$ cat config.mk
export PLATFORM = sky130hd
export DESIGN_NAME = fla_ram
export DESIGN_NICKNAME = d
export VERILOG_FILES = /design/src/design/fla_ram.sv
export SDC_FILE = /design/constraint.sdc
export NUM_CORES = 1
export LEC_CHECK = 0
export BUFFER_PORTS_ARGS = -buffer_cell sky130_fd_sc_hd__buf_2
export CAP_MARGIN = 20
export CORE_ASPECT_RATIO = 1.5
export CORE_MARGIN = 2
export CORE_UTILIZATION = 60
export CTS_BUF_LIST = sky130_fd_sc_hd__clkbuf_2
export DETAILED_ROUTE_END_ITERATION = 12
export GPL_TIMING_DRIVEN = 0
export PLACE_DENSITY = 0.84
export SYNTH_ARGS = -nofsm -noshare
export SYNTH_HDL_FRONTEND = slang
export SYNTH_SLANG_ARGS = --single-unit
$ cat constraint.sdc
create_clock -name clk -period 2.3 [get_ports clk]
set_input_delay 0.23 -clock clk [delete_from_list [all_inputs] [get_ports clk]]
set_output_delay 0.23 -clock clk [all_outputs]
set_load 0.05 [all_outputs]
$ cat src/design/fla_ram.sv
// Generic single-write, single-read synchronous RAM with registered read data.
`default_nettype none

module fla_ram #(
	parameter int WIDTH = 8,
	parameter int DEPTH = 16
) (
	input  wire logic                     clk,
	input  wire logic                     we,
	input  wire logic [$clog2(DEPTH)-1:0] waddr,
	input  wire logic [WIDTH-1:0]         wdata,
	input  wire logic                     re,
	input  wire logic [$clog2(DEPTH)-1:0] raddr,
	output logic      [WIDTH-1:0]         rdata
);

	logic [WIDTH-1:0] mem_q [DEPTH];

	always_ff @(posedge clk) begin
		if (we) begin
			mem_q[waddr] <= wdata;
		end
		if (re) begin
			rdata <= mem_q[raddr];
		end
	end

endmodule

`default_nettype wire

* Word-level counts from Yosys, hierarchy flattened
Memories as Yosys holds them, arrays and structs flattened. A register that Yosys moved wholly into a read port is not among the register bits.
Index checks and enable logic that the tools add are counted.
** Storage, ports and cells
- Flip-flop bits (word level) :: 0
- Memory bits (writable) :: 128
- Output and inout port bits :: 8
- Word-level logic and storage cells :: 3
- Memories :: 1
** Cells by class
- Mux-type cells :: 2
** Memories
- mem_q :: depth 16, width 8, rd ports 1, clocked after memory_dff 1, wr ports 1, RTL line 17 : logic [WIDTH-1:0] mem_q [DEPTH];
** Operators with widths (count)
- 1-bit 2-to-1 mux :: 2

* Longest topological paths before layout
- Word-level depth :: 2
- Gate-level depth with buffers :: 5
- Gate-level depth less buffers :: 3

* Least setup slack after synthesis
Ideal clock, no wire load.
- Kind :: in2reg
- From :: input waddr[2]
- To :: memory mem_q[0][0] (enable)
- Arrival :: 1340 ps
- Data required time :: 1917 ps
- Path slack :: 577 ps
- Stages :: 2
- Path buffers :: 0
- Path through :: or3b_2 nor3_1
** RTL lines
- start: declaration :: RTL line 10 : input wire logic [$clog2(DEPTH)-1:0] waddr,
- end: declaration :: RTL line 17
Straight into the memory's write port.

==> impl_metrics.yaml <==
placed_design:
  place_congestion: 0.8491
  portBuffers: 25
  place_hpwl_mm: 6.323
  pre_cts_slack_ns: 0.3036
sta:
  period_needed_ns: 1.549
  setup_viol: 0
  timing.final.crit_share: 0.6736
  hold_viol: 0
  rsz0062_at_grt: "no"
  slew_viol_final: 0
  worst_slew_pin_slew_ns: 0.8817
  setup_tns_ns: 0
  skew_ns: 0.02480
  relSlewSlack: 0.4100
  timing.fmax_mhz: 645.4
  fin_ws_ns: 0.7506
cells_and_area:
  n_antenna_cell: 0
  multi_input_comb_area_sq_um: 1057
  syn_to_final_growth_pct: 12.42
  drive_gt1_frac: 0.2914
  regArea_sq_um: 4084
  nFillCells: 525
  nNetsFinal: 308
synthesis:
  synth_cell_types: 18
  synth_seq_area_share: 0.7812
  synth_cells: 229
  synth_nets: 248
  syn_area_per_cell_sq_um: 22.83
  synth-seq-cells: 136
  ys_warn_count: 0
  syn-cell-area_sq_um: 5228
cts:
  cts_buffer_depth: 2
  cts_tree: "built"
  insertion_delay_ns: 0.67
  root_buffer: "clkbuf_2"
  cts_made_buffers: 17
  path_clk_slew_ns: 0.19
  htree_levels: 4
  cts.sinks: 136
detailed_routing:
  drtIter0Drc: 188
  vias: 2522
  drt.antenna.violating_nets: 0
  dr.pass1.iters: 4
  drc_errors: 0
  wl_per_cell_microns: 23.89
  drt-total-wl_mm: 9.771
  via_per_inst: 6.166
critical_path:
  reg2regPathDepth: 3
  endpoint: "rdata[3]$_DFFE_PP_"
  crit_slowest_cell: "mux4_1"
  arrival_ns: 1.98
  r2r_setup_slack_ns: 0.75
  critical_path_class: "reg2reg"
  crit_required_ns: 2.73
  startpoint_type: "flop"
  r2r_start: "mem_q[2][3]$_DFFE_PP_"
  crit_chain: "mux4_1 -> a22oi_1 -> nand2_1"
  critical_path.max_stage_delay_ns: 0.54
  worst_setup_path_end_kind: "flop"
  cp-startpoint: "mem_q[2][3]$_DFFE_PP_"
  cp_max_fo: 1
  r2r_end: "rdata[3]$_DFFE_PP_"
die:
  start_util: 0.6176
  dieArea_sq_um: 9490
  dieWidth_microns: 80.21
  placement_rows: 41
  die_h_microns: 118.3
  io_pins: 27
  core_sq_um: 8464
pwr:
  p_leak_nw: 1.961
  power_density_nw_per_um2: 770.7
  vdd_drop_max_mv: 0.6667
global_route:
  grt_pass1_vias: 2631
  track_usage: 0.2305
  grt_overflow_total: 0
  antenna_found_initial: 0
  grt_pass1_wl_mm: 14.82
  grt_max_degree: 17
flow_run:
  drv_cap: 0
hold_path:
  hold_class: "in2reg"
outcome:
  outcome: "completed"
## layer usage
metal / vias up / GRT usage / part of all wire
met3: 22 / 0.07863 / 0.053
met2: 105 / 0.3740 / 0.53
li1: 1102 / - / -
met4: 0 / 0.08157 / 0.027
met1: 1293 / 0.2901 / 0.39
met5: - / 0 / 0
## cell families (layout without fill, tap and decap cells)
logic type	Yosys count	in the layout	synth area share
AND/OR/NAND/NOR	35	35	0.03136
multiplexers	32	32	0.1479
flip-flops	136	136	0.7812
buffers and inverters	10	83	0.01651
AO/OA/AOI/OAI	16	16	0.02298
## stage by stage
| stage | hold WS [ns] | instance area, sq um | instances | total power, mW | utilization |
|---|---|---|---|---|---|
| after floorplan | 0.3289 | 5228 | 229 | 3.039 | - |
| after global routing | 0.03565 | 5877 | 409 | 4.698 | 0.6943 |
| after detailed placement | 0.5758 | 5509 | 365 | 3.160 | 0.6509 |
| after global placement | 0.5583 | 5487 | 361 | 3.143 | 0.6482 |
| final | 0.1111 | 5877 | 409 | 4.529 | 0.6943 |
| after CTS | 0.03215 | 5877 | 409 | 4.557 | 0.6943 |
## synth_stat cells
cell | number | area, sq um
a22oi_1 | 16 | 120.1
and2_1 | 1 | 6.260
and2b_1 | 1 | 7.510
buf_2 | 3 | 15.01
buf_4 | 1 | 7.510
buf_6 | 3 | 33.78
clkdlybuf4s25_2 | 3 | 30.03
edfxtp_1 | 136 | 4084
mux4_1 | 14 | 367.9
mux4_2 | 18 | 405.4
nand2_1 | 9 | 33.78
nand2b_1 | 2 | 12.51
nand3_1 | 1 | 5.000
nand3b_1 | 2 | 15.01
nor2_1 | 13 | 48.80
nor2b_1 | 1 | 6.260
nor3_1 | 4 | 20.02
or3b_2 | 1 | 8.760
## flip-flops by register name, summed over array words and instances (netlist names)
name,count
mem_q,128
rdata,8
## placed cells by master, fill, tap and decap left out, drive strengths merged, types with 2 or more instances in the layout
cell type      instances
clkbuf                18
nand2b                 2
mux4                  32
nand2                  9
nor3                   4
a22oi                 16
dlygate4sd3           12
clkinv                 5
clkdlybuf4s25          3
nor2                  13
nand3b                 2
edfxtp               136
buf                   36
bufinv                 3
clkinvlp               6
## worst min path at each step
| stage | slack (ns) | start | to | depth (start not counted) |
|---|---|---|---|---|
| floorplan | 0.33 | wdata[0] | mem_q[0][0]$_DFFE_PP_ | 0 |
| global placement | 0.56 | re | rdata[3]$_DFFE_PP_ | 1 |
| detailed placement | 0.58 | re | rdata[6]$_DFFE_PP_ | 1 |
| CTS | 0.03 | waddr[2] | mem_q[0][7]$_DFFE_PP_ | 3 |
| global route | 0.04 | waddr[2] | mem_q[0][7]$_DFFE_PP_ | 3 |
| finish | 0.11 | waddr[2] | mem_q[0][7]$_DFFE_PP_ | 3 |
## power breakdown
group,switching [mW],internal (mW)
Clock,0.819,0.593
Sequential,0.0121,2.79
Combinational,0.195,0.121
Total,1.03,3.50
## final cells by class
type,count,share of cell area
repair buffers,41,0.04556
clock buffers,18,0.01533
clock inverters,14,0.02683
well taps,107,0.02278
flip-flops and latches,136,0.6949
multi-input cells,83,0.1799
plain buffers,10,0.01469
## worst max-delay path, delay by kind of cell, from the launching register on
family | cells | cell delay (ns)
AO/OA/AOI/OAI | 1 | 0.30
flip-flops | 1 | 0.39
AND/OR/NAND/NOR | 1 | 0.10
multiplexers | 1 | 0.54
## what timing repair did
item,4_1_cts,5_1_grt
buffers inserted,0,0
hold endpoints to repair,146,0
resized for setup,0,0
hold buffers,12,0
setup endpoints to repair,0,0
Power figures use the tool's default switching activity.
